<file path="src/sv/rvg_pkg.sv">
// Package for the RMS voice activity gate: widths, register indexes, reset values
// and the command and status structs between controller and datapath.
// No dependencies.
`default_nettype none

package rvg_pkg;

   // Buffer and sample sizes
   localparam int MAX_BUFFER_FRAMES = 4096;
   localparam int SAMPLE_W          = 16;
   localparam int COUNT_LIMIT       = 2 * MAX_BUFFER_FRAMES;
   localparam int COUNT_W           = $clog2(COUNT_LIMIT + 1);
   localparam int SQUARE_W          = 2 * SAMPLE_W - 1;
   localparam int SUM_W             = 44;
   localparam int MEAN_W            = 2 * SAMPLE_W - 1;
   localparam int RMS_W             = 16;
   localparam int DEN_W             = 16;
   localparam int LEVEL_W           = 17;
   localparam int FULL_LEVEL        = 65536;
   localparam int TIME_W            = 32;

   // Iteration counts of the shared divider and the square root unit
   localparam int DIV_STEPS  = SUM_W;
   localparam int SQRT_STEPS = (MEAN_W + 1) / 2;
   localparam int CNT_W      = $clog2(DIV_STEPS);

   // Configuration port
   localparam int CSR_INDEX_W = 3;
   localparam int CSR_DATA_W  = 18;
   localparam int THRESH_W    = 18;
   localparam int HANG_W      = 16;

   localparam logic [CSR_INDEX_W-1:0] REG_STEREO_MODE     = 3'd0;
   localparam logic [CSR_INDEX_W-1:0] REG_LISTEN_ENABLE   = 3'd1;
   localparam logic [CSR_INDEX_W-1:0] REG_LEVEL_THRESHOLD = 3'd2;
   localparam logic [CSR_INDEX_W-1:0] REG_FULL_SCALE_RMS  = 3'd3;
   localparam logic [CSR_INDEX_W-1:0] REG_HANGOVER_MS     = 3'd4;

   localparam logic signed [THRESH_W-1:0] THRESHOLD_RESET  = -18'sd1;
   localparam logic [DEN_W-1:0]           FULL_SCALE_RESET = 16'd5571;
   localparam logic [HANG_W-1:0]          HANGOVER_RESET   = 16'd1000;

   // Controller to datapath commands
   typedef struct packed {
      logic load_item;
      logic square_left;
      logic add_left;
      logic add_right;
      logic div_load_mean;
      logic div_step;
      logic sqrt_load;
      logic sqrt_step;
      logic div_load_scale;
      logic commit;
   } rvg_cmd_type;

   // Datapath to controller status
   typedef struct packed {
      logic buffer_last;
      logic out_busy;
   } rvg_status_type;

endpackage

`default_nettype wire

</file>
<file path="src/sv/rvg_req_if.sv">
// Input channel of the RMS voice activity gate: valid/ready plus one sample item.
// Depends on rvg_pkg.
`default_nettype none

interface rvg_req_if
   import rvg_pkg::*;
   ();
   logic                       valid;
   logic                       ready;
   logic signed [SAMPLE_W-1:0] sample_left;
   logic signed [SAMPLE_W-1:0] sample_right;
   logic                       buffer_last;
   logic [TIME_W-1:0]          now_ms;

   modport source (output valid, sample_left, sample_right, buffer_last, now_ms,
                   input ready);
   modport sink   (input valid, sample_left, sample_right, buffer_last, now_ms,
                   output ready);
endinterface

`default_nettype wire

</file>
<file path="src/sv/rvg_rsp_if.sv">
// Result channel of the RMS voice activity gate: valid/ready plus one buffer result.
// Depends on rvg_pkg.
`default_nettype none

interface rvg_rsp_if
   import rvg_pkg::*;
   ();
   logic             valid;
   logic             ready;
   logic [RMS_W-1:0] rms_level;
   logic             level_active;
   logic             recording_on;
   logic             keep_buffer;
   logic             segment_end;

   modport source (output valid, rms_level, level_active, recording_on, keep_buffer,
                   segment_end, input ready);
   modport sink   (input valid, rms_level, level_active, recording_on, keep_buffer,
                   segment_end, output ready);
endinterface

`default_nettype wire

</file>
<file path="src/sv/rvg_ctrl.sv">
// Controller of the RMS voice activity gate: sequences accumulation, the shared
// divider, the square root and the gate decision. Depends on rvg_pkg.
`default_nettype none

module rvg_ctrl
   import rvg_pkg::*;
(
   input  wire logic           clock,
   input  wire logic           reset,
   input  wire logic           req_valid,
   output logic                req_ready,
   input  wire rvg_status_type status,
   output rvg_cmd_type         cmd
);

   typedef enum logic [3:0] {
      S_IDLE,
      S_SQ_LEFT,
      S_SQ_RIGHT,
      S_ADD_RIGHT,
      S_MEAN_LOAD,
      S_DIV_MEAN,
      S_SQRT_LOAD,
      S_SQRT,
      S_SCALE_LOAD,
      S_DIV_SCALE,
      S_DECIDE
   } state_type;

   localparam logic [CNT_W-1:0] DIV_LAST  = CNT_W'(DIV_STEPS - 1);
   localparam logic [CNT_W-1:0] SQRT_LAST = CNT_W'(SQRT_STEPS - 1);

   state_type        state_ff, state_in;
   logic [CNT_W-1:0] cnt_ff, cnt_in;

   // Decode commands and next state
   always_comb begin
      state_in  = state_ff;
      cnt_in    = cnt_ff;
      cmd       = '0;
      req_ready = 1'b0;
      case (state_ff)
         S_IDLE: begin
            req_ready     = 1'b1;
            cmd.load_item = req_valid;
            if (req_valid) state_in = S_SQ_LEFT;
         end
         S_SQ_LEFT: begin
            cmd.square_left = 1'b1;
            state_in        = S_SQ_RIGHT;
         end
         S_SQ_RIGHT: begin
            cmd.add_left = 1'b1;
            state_in     = S_ADD_RIGHT;
         end
         S_ADD_RIGHT: begin
            cmd.add_right = 1'b1;
            state_in      = status.buffer_last ? S_MEAN_LOAD : S_IDLE;
         end
         S_MEAN_LOAD: begin
            cmd.div_load_mean = 1'b1;
            cnt_in            = '0;
            state_in          = S_DIV_MEAN;
         end
         S_DIV_MEAN: begin
            cmd.div_step = 1'b1;
            cnt_in       = cnt_ff + 1'b1;
            if (cnt_ff == DIV_LAST) state_in = S_SQRT_LOAD;
         end
         S_SQRT_LOAD: begin
            cmd.sqrt_load = 1'b1;
            cnt_in        = '0;
            state_in      = S_SQRT;
         end
         S_SQRT: begin
            cmd.sqrt_step = 1'b1;
            cnt_in        = cnt_ff + 1'b1;
            if (cnt_ff == SQRT_LAST) state_in = S_SCALE_LOAD;
         end
         S_SCALE_LOAD: begin
            cmd.div_load_scale = 1'b1;
            cnt_in             = '0;
            state_in           = S_DIV_SCALE;
         end
         S_DIV_SCALE: begin
            cmd.div_step = 1'b1;
            cnt_in       = cnt_ff + 1'b1;
            if (cnt_ff == DIV_LAST) state_in = S_DECIDE;
         end
         S_DECIDE: begin
            // hold until the output register is free
            cmd.commit = !status.out_busy;
            if (!status.out_busy) state_in = S_IDLE;
         end
         default: begin
            state_in = S_IDLE;
         end
      endcase
   end

   // Hold state and iteration count
   always_ff @(posedge clock) begin
      if (reset) begin
         state_ff <= S_IDLE;
         cnt_ff   <= '0;
      end else begin
         state_ff <= state_in;
         cnt_ff   <= cnt_in;
      end
   end

endmodule

`default_nettype wire

</file>
<file path="src/sv/rvg_datapath.sv">
// Datapath of the RMS voice activity gate: configuration registers, square
// accumulator, shared restoring divider, square root, gate and output register.
// Depends on rvg_pkg.
`default_nettype none

module rvg_datapath
   import rvg_pkg::*;
(
   input  wire logic                       clock,
   input  wire logic                       reset,
   input  wire rvg_cmd_type                cmd,
   output rvg_status_type                  status,
   input  wire logic                       csr_write_en,
   input  wire logic [CSR_INDEX_W-1:0]     csr_index,
   input  wire logic [CSR_DATA_W-1:0]      csr_write_data,
   input  wire logic signed [SAMPLE_W-1:0] req_sample_left,
   input  wire logic signed [SAMPLE_W-1:0] req_sample_right,
   input  wire logic                       req_buffer_last,
   input  wire logic [TIME_W-1:0]          req_now_ms,
   input  wire logic                       rsp_ready,
   output logic                            rsp_valid,
   output logic [RMS_W-1:0]                rsp_rms_level,
   output logic                            rsp_level_active,
   output logic                            rsp_recording_on,
   output logic                            rsp_keep_buffer,
   output logic                            rsp_segment_end
);

   // Configuration
   logic                       stereo_ff;
   logic                       listen_ff;
   logic signed [THRESH_W-1:0] threshold_ff;
   logic [DEN_W-1:0]           full_scale_ff;
   logic [HANG_W-1:0]          hangover_ff;

   // Item registers
   logic signed [SAMPLE_W-1:0] left_ff, right_ff;
   logic                       last_ff;
   logic [TIME_W-1:0]          now_ff;

   // Accumulation
   logic [SQUARE_W-1:0] product_ff;
   logic                fits_ff;
   logic [SUM_W-1:0]    sum_ff;
   logic [COUNT_W-1:0]  count_ff;

   // Divider, root and gate state
   logic [SUM_W-1:0]  div_num_ff;
   logic [DEN_W-1:0]  div_rem_ff;
   logic [DEN_W-1:0]  div_den_ff;
   logic              zero_count_ff;
   logic [MEAN_W-1:0] root_x_ff;
   logic [MEAN_W:0]   root_res_ff;
   logic [MEAN_W-1:0] root_bit_ff;
   logic [RMS_W-1:0]  rms_ff;
   logic              recording_ff;
   logic [TIME_W-1:0] last_active_ff;

   // Output register
   logic             rsp_valid_ff, rsp_valid_in;
   logic [RMS_W-1:0] out_rms_ff;
   logic             out_active_ff, out_rec_ff, out_keep_ff, out_seg_ff;

   // Combinational terms
   logic [SAMPLE_W-1:0]   left_mag, right_mag, square_src;
   logic [2*SAMPLE_W-1:0] square_full;
   logic [COUNT_W-1:0]    item_samples;
   logic [COUNT_W:0]      count_next;
   logic [DEN_W:0]        rem_shift, rem_diff;
   logic                  rem_ge;
   logic [MEAN_W:0]       root_trial;
   logic                  root_ge;
   logic [LEVEL_W-1:0]    scaled;
   logic                  active, act_listen, rec_now, timeout;
   logic [TIME_W-1:0]     last_now, elapsed;

   // Magnitude and square of the selected sample
   assign left_mag    = left_ff[SAMPLE_W-1]  ? SAMPLE_W'(-left_ff)  : SAMPLE_W'(left_ff);
   assign right_mag   = right_ff[SAMPLE_W-1] ? SAMPLE_W'(-right_ff) : SAMPLE_W'(right_ff);
   assign square_src  = cmd.square_left ? left_mag : right_mag;
   assign square_full = square_src * square_src;

   // Sample count check against the buffer limit
   assign item_samples = stereo_ff ? COUNT_W'(2) : COUNT_W'(1);
   assign count_next   = {1'b0, count_ff} + {1'b0, item_samples};

   // One restoring divider step
   assign rem_shift = {div_rem_ff, div_num_ff[SUM_W-1]};
   assign rem_ge    = rem_shift >= {1'b0, div_den_ff};
   assign rem_diff  = rem_shift - {1'b0, div_den_ff};

   // One square root digit
   assign root_trial = root_res_ff + {1'b0, root_bit_ff};
   assign root_ge    = {1'b0, root_x_ff} >= root_trial;

   // Clamp the scaled level and compare with the threshold
   assign scaled = (div_num_ff > SUM_W'(FULL_LEVEL)) ? LEVEL_W'(FULL_LEVEL)
                                                    : div_num_ff[LEVEL_W-1:0];
   assign active = $signed({2'b00, scaled}) > $signed({threshold_ff[THRESH_W-1], threshold_ff});

   // Recording and hangover decision
   assign act_listen = active & listen_ff;
   assign last_now   = act_listen ? now_ff : last_active_ff;
   assign rec_now    = recording_ff | act_listen;
   assign elapsed    = now_ff - last_now;
   assign timeout    = rec_now & (elapsed > {{(TIME_W-HANG_W){1'b0}}, hangover_ff});

   // Output register handshake
   always_comb begin
      rsp_valid_in = rsp_valid_ff;
      if (cmd.commit) rsp_valid_in = 1'b1;
      else if (rsp_ready) rsp_valid_in = 1'b0;
   end

   assign status.buffer_last = last_ff;
   assign status.out_busy    = rsp_valid_ff & ~rsp_ready;

   // Control state: configuration, accumulator, recording state, output valid
   always_ff @(posedge clock) begin
      if (reset) begin
         stereo_ff      <= 1'b0;
         listen_ff      <= 1'b0;
         threshold_ff   <= THRESHOLD_RESET;
         full_scale_ff  <= FULL_SCALE_RESET;
         hangover_ff    <= HANGOVER_RESET;
         sum_ff         <= '0;
         count_ff       <= '0;
         recording_ff   <= 1'b0;
         last_active_ff <= '0;
         rsp_valid_ff   <= 1'b0;
      end else begin
         if (csr_write_en) begin
            case (csr_index)
               REG_STEREO_MODE:     stereo_ff     <= csr_write_data[0];
               REG_LISTEN_ENABLE:   listen_ff     <= csr_write_data[0];
               REG_LEVEL_THRESHOLD: threshold_ff  <= $signed(csr_write_data[THRESH_W-1:0]);
               REG_FULL_SCALE_RMS:  full_scale_ff <= csr_write_data[DEN_W-1:0];
               REG_HANGOVER_MS:     hangover_ff   <= csr_write_data[HANG_W-1:0];
               default: ;
            endcase
         end
         if (cmd.add_left && fits_ff) begin
            sum_ff   <= sum_ff + SUM_W'(product_ff);
            count_ff <= count_next[COUNT_W-1:0];
         end
         if (cmd.add_right && fits_ff && stereo_ff) begin
            sum_ff <= sum_ff + SUM_W'(product_ff);
         end
         // drop the finished buffer once the divider has it
         if (cmd.div_load_mean) begin
            sum_ff   <= '0;
            count_ff <= '0;
         end
         if (cmd.commit) begin
            recording_ff   <= rec_now & ~timeout;
            last_active_ff <= last_now;
         end
         rsp_valid_ff <= rsp_valid_in;
      end
   end

   // Payload registers
   always_ff @(posedge clock) begin
      if (cmd.load_item) begin
         left_ff  <= req_sample_left;
         right_ff <= req_sample_right;
         last_ff  <= req_buffer_last;
         now_ff   <= req_now_ms;
      end
      if (cmd.square_left) begin
         fits_ff <= count_next <= (COUNT_W+1)'(COUNT_LIMIT);
      end
      if (cmd.square_left || cmd.add_left) begin
         product_ff <= square_full[SQUARE_W-1:0];
      end

      // Shared divider: load mean or scale operands, then step
      if (cmd.div_load_mean) begin
         div_num_ff    <= sum_ff;
         div_den_ff    <= DEN_W'(count_ff);
         div_rem_ff    <= '0;
         zero_count_ff <= (count_ff == '0);
      end else if (cmd.div_load_scale) begin
         div_num_ff <= {{(SUM_W-RMS_W-16){1'b0}}, root_res_ff[RMS_W-1:0], 16'd0};
         div_den_ff <= (full_scale_ff == '0) ? DEN_W'(1) : full_scale_ff;
         div_rem_ff <= '0;
         rms_ff     <= root_res_ff[RMS_W-1:0];
      end else if (cmd.div_step) begin
         div_num_ff <= {div_num_ff[SUM_W-2:0], rem_ge};
         div_rem_ff <= rem_ge ? rem_diff[DEN_W-1:0] : rem_shift[DEN_W-1:0];
      end

      // Square root of the mean, two bits of the radicand per step
      if (cmd.sqrt_load) begin
         root_x_ff   <= zero_count_ff ? '0 : div_num_ff[MEAN_W-1:0];
         root_res_ff <= '0;
         root_bit_ff <= MEAN_W'(1) << (MEAN_W - 1);
      end else if (cmd.sqrt_step) begin
         if (root_ge) begin
            root_x_ff   <= root_x_ff - root_trial[MEAN_W-1:0];
            root_res_ff <= (root_res_ff >> 1) + {1'b0, root_bit_ff};
         end else begin
            root_res_ff <= root_res_ff >> 1;
         end
         root_bit_ff <= root_bit_ff >> 2;
      end

      if (cmd.commit) begin
         out_rms_ff    <= rms_ff;
         out_active_ff <= active;
         out_rec_ff    <= rec_now & ~timeout;
         out_keep_ff   <= rec_now & ~timeout;
         out_seg_ff    <= timeout;
      end
   end

   assign rsp_valid        = rsp_valid_ff;
   assign rsp_rms_level    = out_rms_ff;
   assign rsp_level_active = out_active_ff;
   assign rsp_recording_on = out_rec_ff;
   assign rsp_keep_buffer  = out_keep_ff;
   assign rsp_segment_end  = out_seg_ff;

endmodule

`default_nettype wire

</file>
<file path="src/sv/rms_voice_activity_gate.sv">
// RMS voice activity gate, top level: controller, datapath and channel wiring.
// An item not marked last is accepted, then squared and accumulated through the single
// 16x16 multiplier; no new item is accepted until that work is done.
// A last item goes on through two 44-step runs of the shared restoring divider and
// the 16-step square root, then waits until the output register is free.
// Reset is synchronous, active high: clears the accumulator and recording state
// and returns the configuration registers to their reset values.
`default_nettype none

module rms_voice_activity_gate
   import rvg_pkg::*;
(
   input  wire logic                   clock,
   input  wire logic                   reset,
   rvg_req_if.sink                     req_bus,
   rvg_rsp_if.source                   rsp_bus,
   input  wire logic                   csr_write_en,
   input  wire logic [CSR_INDEX_W-1:0] csr_index,
   input  wire logic [CSR_DATA_W-1:0]  csr_write_data
);

   rvg_cmd_type    cmd;
   rvg_status_type status;
   logic           req_ready;

   // Sequence the work on each transaction
   rvg_ctrl u_ctrl (
      .clock     (clock),
      .reset     (reset),
      .req_valid (req_bus.valid),
      .req_ready (req_ready),
      .status    (status),
      .cmd       (cmd)
   );

   assign req_bus.ready = req_ready;

   // Arithmetic, configuration and result register
   rvg_datapath u_datapath (
      .clock            (clock),
      .reset            (reset),
      .cmd              (cmd),
      .status           (status),
      .csr_write_en     (csr_write_en),
      .csr_index        (csr_index),
      .csr_write_data   (csr_write_data),
      .req_sample_left  (req_bus.sample_left),
      .req_sample_right (req_bus.sample_right),
      .req_buffer_last  (req_bus.buffer_last),
      .req_now_ms       (req_bus.now_ms),
      .rsp_ready        (rsp_bus.ready),
      .rsp_valid        (rsp_bus.valid),
      .rsp_rms_level    (rsp_bus.rms_level),
      .rsp_level_active (rsp_bus.level_active),
      .rsp_recording_on (rsp_bus.recording_on),
      .rsp_keep_buffer  (rsp_bus.keep_buffer),
      .rsp_segment_end  (rsp_bus.segment_end)
   );

   // Only one transaction in work at a time
   a_one_item: assert property (@(posedge clock) disable iff (reset)
      (req_bus.valid && req_bus.ready) |=> !req_bus.ready)
      else $error("input accepted while an item is still in work");

   // A segment end closes the recording and drops the buffer
   a_seg_end: assert property (@(posedge clock) disable iff (reset)
      (rsp_bus.valid && rsp_bus.segment_end) |-> (!rsp_bus.keep_buffer && !rsp_bus.recording_on))
      else $error("segment end with buffer kept or recording still on");

   // A kept buffer belongs to an ongoing recording
   a_keep_rec: assert property (@(posedge clock) disable iff (reset)
      (rsp_bus.valid && rsp_bus.keep_buffer) |-> rsp_bus.recording_on)
      else $error("buffer kept while not recording");

   // The level never exceeds full scale of a 16-bit sample
   a_rms_range: assert property (@(posedge clock) disable iff (reset)
      rsp_bus.valid |-> (rsp_bus.rms_level <= 16'd32768))
      else $error("rms level out of range");

endmodule

`default_nettype wire
</file>
<file path="src/flat_wrapper.sv">
// flat-port wrapper written by rule: the top's interface ports become plain ports
module rms_voice_activity_gate_flat import rvg_pkg::*;
  (clock, reset, csr_write_en, csr_index, csr_write_data, req_bus_valid, req_bus_sample_left, req_bus_sample_right, req_bus_buffer_last, req_bus_now_ms, req_bus_ready, rsp_bus_valid, rsp_bus_rms_level, rsp_bus_level_active, rsp_bus_recording_on, rsp_bus_keep_buffer, rsp_bus_segment_end, rsp_bus_ready);
  rvg_req_if req_bus_i ();
  rvg_rsp_if rsp_bus_i ();
  input  wire logic clock;
  input  wire logic reset;
  input  wire logic csr_write_en;
  input  wire logic [CSR_INDEX_W-1:0] csr_index;
  input  wire logic [CSR_DATA_W-1:0] csr_write_data;
  input wire logic [$bits(req_bus_i.valid)-1:0] req_bus_valid;
  input wire logic [$bits(req_bus_i.sample_left)-1:0] req_bus_sample_left;
  input wire logic [$bits(req_bus_i.sample_right)-1:0] req_bus_sample_right;
  input wire logic [$bits(req_bus_i.buffer_last)-1:0] req_bus_buffer_last;
  input wire logic [$bits(req_bus_i.now_ms)-1:0] req_bus_now_ms;
  output wire logic [$bits(req_bus_i.ready)-1:0] req_bus_ready;
  output wire logic [$bits(rsp_bus_i.valid)-1:0] rsp_bus_valid;
  output wire logic [$bits(rsp_bus_i.rms_level)-1:0] rsp_bus_rms_level;
  output wire logic [$bits(rsp_bus_i.level_active)-1:0] rsp_bus_level_active;
  output wire logic [$bits(rsp_bus_i.recording_on)-1:0] rsp_bus_recording_on;
  output wire logic [$bits(rsp_bus_i.keep_buffer)-1:0] rsp_bus_keep_buffer;
  output wire logic [$bits(rsp_bus_i.segment_end)-1:0] rsp_bus_segment_end;
  input wire logic [$bits(rsp_bus_i.ready)-1:0] rsp_bus_ready;
  assign req_bus_i.valid = req_bus_valid;
  assign req_bus_i.sample_left = req_bus_sample_left;
  assign req_bus_i.sample_right = req_bus_sample_right;
  assign req_bus_i.buffer_last = req_bus_buffer_last;
  assign req_bus_i.now_ms = req_bus_now_ms;
  assign req_bus_ready = req_bus_i.ready;
  assign rsp_bus_valid = rsp_bus_i.valid;
  assign rsp_bus_rms_level = rsp_bus_i.rms_level;
  assign rsp_bus_level_active = rsp_bus_i.level_active;
  assign rsp_bus_recording_on = rsp_bus_i.recording_on;
  assign rsp_bus_keep_buffer = rsp_bus_i.keep_buffer;
  assign rsp_bus_segment_end = rsp_bus_i.segment_end;
  assign rsp_bus_i.ready = rsp_bus_ready;
  rms_voice_activity_gate u_core (.clock(clock), .reset(reset), .req_bus(req_bus_i), .rsp_bus(rsp_bus_i), .csr_write_en(csr_write_en), .csr_index(csr_index), .csr_write_data(csr_write_data));
endmodule
</file>
<file path="config.mk">
export PLATFORM = sky130hd
export DESIGN_NAME = rms_voice_activity_gate_flat
export DESIGN_NICKNAME = d
export VERILOG_FILES = /design/src/sv/rvg_pkg.sv /design/src/sv/rvg_req_if.sv /design/src/sv/rvg_rsp_if.sv /design/src/sv/rvg_ctrl.sv /design/src/sv/rvg_datapath.sv /design/src/sv/rms_voice_activity_gate.sv /design/src/flat_wrapper.sv
export SDC_FILE = /design/constraint.sdc
export NUM_CORES = 2
export LEC_CHECK = 0
export ABC_CLOCK_PERIOD_IN_PS = 22000
export BUFFER_PORTS_ARGS = -buffer_cell sky130_fd_sc_hd__buf_2
export CAP_MARGIN = 20
export CORE_MARGIN = 2
export CORE_UTILIZATION = 65
export CTS_CLUSTER_DIAMETER = 40
export DETAILED_ROUTE_END_ITERATION = 10
export HOLD_SLACK_MARGIN = 0.08
export PLACE_DENSITY = 0.81
export SLEW_MARGIN = 20
export SYNTH_ARGS = -nofsm -noshare
export SYNTH_HDL_FRONTEND = slang
export SYNTH_HIERARCHICAL = 1
export SYNTH_SLANG_ARGS = --single-unit
export TNS_END_PERCENT = 20
</file>
<file path="constraint.sdc">
create_clock -name clock -period 22 [get_ports clock]
set_clock_uncertainty 0.2 [all_clocks]
set_input_delay 3.3 -clock clock [delete_from_list [all_inputs] [get_ports clock]]
set_output_delay 3.3 -clock clock [all_outputs]
set_load 0.02 [all_outputs]
</file>
==> reports/qor.txt <==
R2R setup slack: 12.96 ns
number of global-route vias before repair: 26100
Yosys reg bits: 441
worst hold path class: reg -> reg
drt pass-1 iters: 5
GRT Total Usage: 30.4%
crit-path max FO: 45
I/O Buffers: 112
Most common cell on crit path: ha_1
Hold Buf Count CTS: 0
count leader, synth: nand2_1
largest net degree at the start of global routing: 98
drt first-iter violations: 2177
EDFF count, synth: 221
number of synthesis warnings: 6
DRC violations left: 0
max cap viols: 0
GRT Residual Overflow: 0
Max Slew Vio Count: 0
met1 Use GR: 40.2%
Final Hold Vio Count: 0
GR Util met2: 49.8%
Sink Count: 441
Async SR Flop Fraction: 0%
layout cells sized above 1: 9.53%
Fin Setup TNS: 0 ns
worst setup path end: u_core/u_datapath/rsp_segment_end$_DFFE_PP_
Final period util: 41.1%
Netlist Area Pre-Place: 33300 sq um
max_slew headroom: 27.3%
H-tree levels: 3
Avg Cell Area, Syn: 9.16 sq um
routed wire length: 80.3 mm
cell taking the most area after synthesis: edfxtp_1
Diodes inserted: 0
Main synth FF type: edfxtp_1
initial antenna violation count: 0
Cells after Synth: 3632
Synth top cells by count: nand2_1, nor2_1, inv_1
grt peak-use layer: met2
dpl hpwl: 59.1 mm
RSZ-0062 raised after global routing: no
clock-pin slew of the registers on the worst-case setup and hold paths: 0.06 ns
outcome: completed
FF-to-FF Start: u_core/u_datapath/div_num_ff[38]$_DFFE_PP_
hold wc startpoint: u_core/u_datapath/rms_ff[14]$_DFFE_PP_
core area: 50400 sq um
drt wl/cell: 18.0 microns
post-synth cell types: 107
effective utilization at floorplan: 66.0%
NumNets Final: 4248
Period minus WS final: 9.04 ns
worst skew pair latency: 0.61 ns
share of the yosys chip area belonging to registers: 33.2%
Max Freq: 111 MHz
CTS tree: built
CP startpoint kind: flop
critical path arrival: 9.19 ns
crit path kind: reg -> reg
Synth top area share: 20.0%
endpoints failing setup: 0
CP Data Required Time: 22.15 ns
total number of vias: 26700
Clock Path Buffers: 3
die area: 53000 sq um
worst r2r dst: u_core/u_datapath/rsp_segment_end$_DFFE_PP_
highest-delay cell along the critical path: a2111oi_0
number of buffers created by CTS: 74
FP Rows: 82
Setup Fix Bufs, Post-CTS: 0
peak per-stage delay on the critical path: 0.61 ns
routability cong.: 0.968
measured slew at the worst slew-check pin: 1.09 ns
Die W: 230 microns
Detail Route Antenna Nets: 0
Area Growth Syn to Fin: 10.9%
vias per cell: 5.99
Synth area leaders: edfxtp_1, dfxtp_1, ha_1
I/O pin count: 113
CTS root buf: clkbuf_16
CTS resizes: 0
Critical Path Start: u_core/u_datapath/div_num_ff[38]$_DFFE_PP_
Die Y: 230 microns
met3 Use GR: 5.89%
first-pass GRT wire length: 131 mm
Worst setup EP type: flop
cell depth of the worst flop-to-flop path: 31
-- layout make-up --
type	instances	area [sq um]
flip-flops and latches	441	11000
well taps	672	841
repair buffers	145	811
clock inverters	51	571
inverters	316	1190
clock buffers	85	1990
fillers	3689	13500
multi-input cells	2739	20500
-- kinds of logic (layout without fill, tap and decap cells) --
family,Yosys count,count (layout),synth area share [%]
and+or+nand+nor,1167,1167,16.4
AOI/OAI and AO/OA,809,809,15.8
buffers and inverters,462,597,5.53
adders and majority gates,443,443,20.4
DFF,441,441,33.2
xor gates and xnor gates,203,203,5.37
muxes,105,105,3.28
other,2,12,0.0226
-- how the worst min path moves through the flow --
stage               slack, ns  depth (start not counted)                                            end
detailed placement       0.20                          0  u_core/u_datapath/rsp_rms_level[12]$_DFFE_PP_
global placement         0.20                          0  u_core/u_datapath/rsp_rms_level[13]$_DFFE_PP_
global route             0.22                          0  u_core/u_datapath/rsp_rms_level[13]$_DFFE_PP_
CTS                      0.22                          0  u_core/u_datapath/rsp_rms_level[14]$_DFFE_PP_
finish                   0.21                          0  u_core/u_datapath/rsp_rms_level[14]$_DFFE_PP_
floorplan                0.20                          0   u_core/u_datapath/rsp_rms_level[0]$_DFFE_PP_
-- placed cells by master, fill, tap and decap left out, types with 14 or more instances in the layout --
master     Yosys  layout
a211o_1       21      21
a211oi_1      60      60
a21o_1        51      51
a21oi_1      212     211
a31oi_1       45      45
and2_1        31      30
and3_1        21      21
buf_2          2     111
buf_4          3      34
clkbuf_16      0      78
dfxtp_1      220     220
edfxtp_1     221     221
fa_1         168     168
ha_1         272     272
inv_1        310     309
inv_6          0      15
mux2_2        17      17
mux2i_1       86      86
nand2_1      390     390
nand2b_1      68      68
nand3_1       64      64
nand3b_1      19      19
nand4_1       35      35
nor2_1       349     346
nor2b_1       33      33
nor3_1        51      47
nor4_1        27      27
o21a_1        38      38
o21ai_0      185     185
o21bai_1      27      26
o22ai_1       14      14
o31ai_1       22      22
or3_1         27      27
xnor2_1      115     115
xor2_1        87      87
-- sequential cells by signal, summed over array words and instances (netlist names), 18 cells and up --
register                          count
u_core/u_datapath/div_num_ff         44
u_core/u_datapath/last_active_ff     32
u_core/u_datapath/now_ff             32
u_core/u_datapath/product_ff         30
u_core/u_datapath/root_res_ff        32
u_core/u_datapath/root_x_ff          31
u_core/u_datapath/sum_ff             44
u_core/u_datapath/threshold_ff       18
-- metrics by stage --
| step | hold WS, ns | setup slack [ns] | utilization [%] | cell area (sq um) | cells |
|---|---|---|---|---|---|
| 3_3_place_gp | 0.205 | 13.29 | 68.2 | 34300 | 4313 |
| 4_1_cts | 0.217 | 13.04 | 73.2 | 36900 | 4449 |
| 2_1_floorplan | 0.200 | 13.80 | - | 33300 | 3642 |
| 6_report | 0.214 | 12.96 | 73.2 | 36900 | 4449 |
| 5_1_grt | 0.223 | 12.29 | 73.2 | 36900 | 4449 |
| 3_5_place_dp | 0.205 | 13.08 | 68.2 | 34300 | 4313 |
-- worst max-delay path, delay by kind of cell, from the launching register on --
kind	cells	cell delay [ns]
buffers and inverters	2	0.76
muxes	1	0.36
AOI/OAI and AO/OA	14	3.70
DFF	1	0.38
and+or+nand+nor	10	2.39
xor gates and xnor gates	1	0.17
adders and majority gates	3	0.78
-- routing by layer --
layer  share of wire [%]  wire length [microns]
met2                  47                  37500
met5                   0                      0
met1                  43                  34800
met3                 6.6                   5320
met4                 3.3                   2680
Power is left out: the tool's default activity adds up to more than one toggle a clock period on the data nets, which glitch-free logic cannot reach.
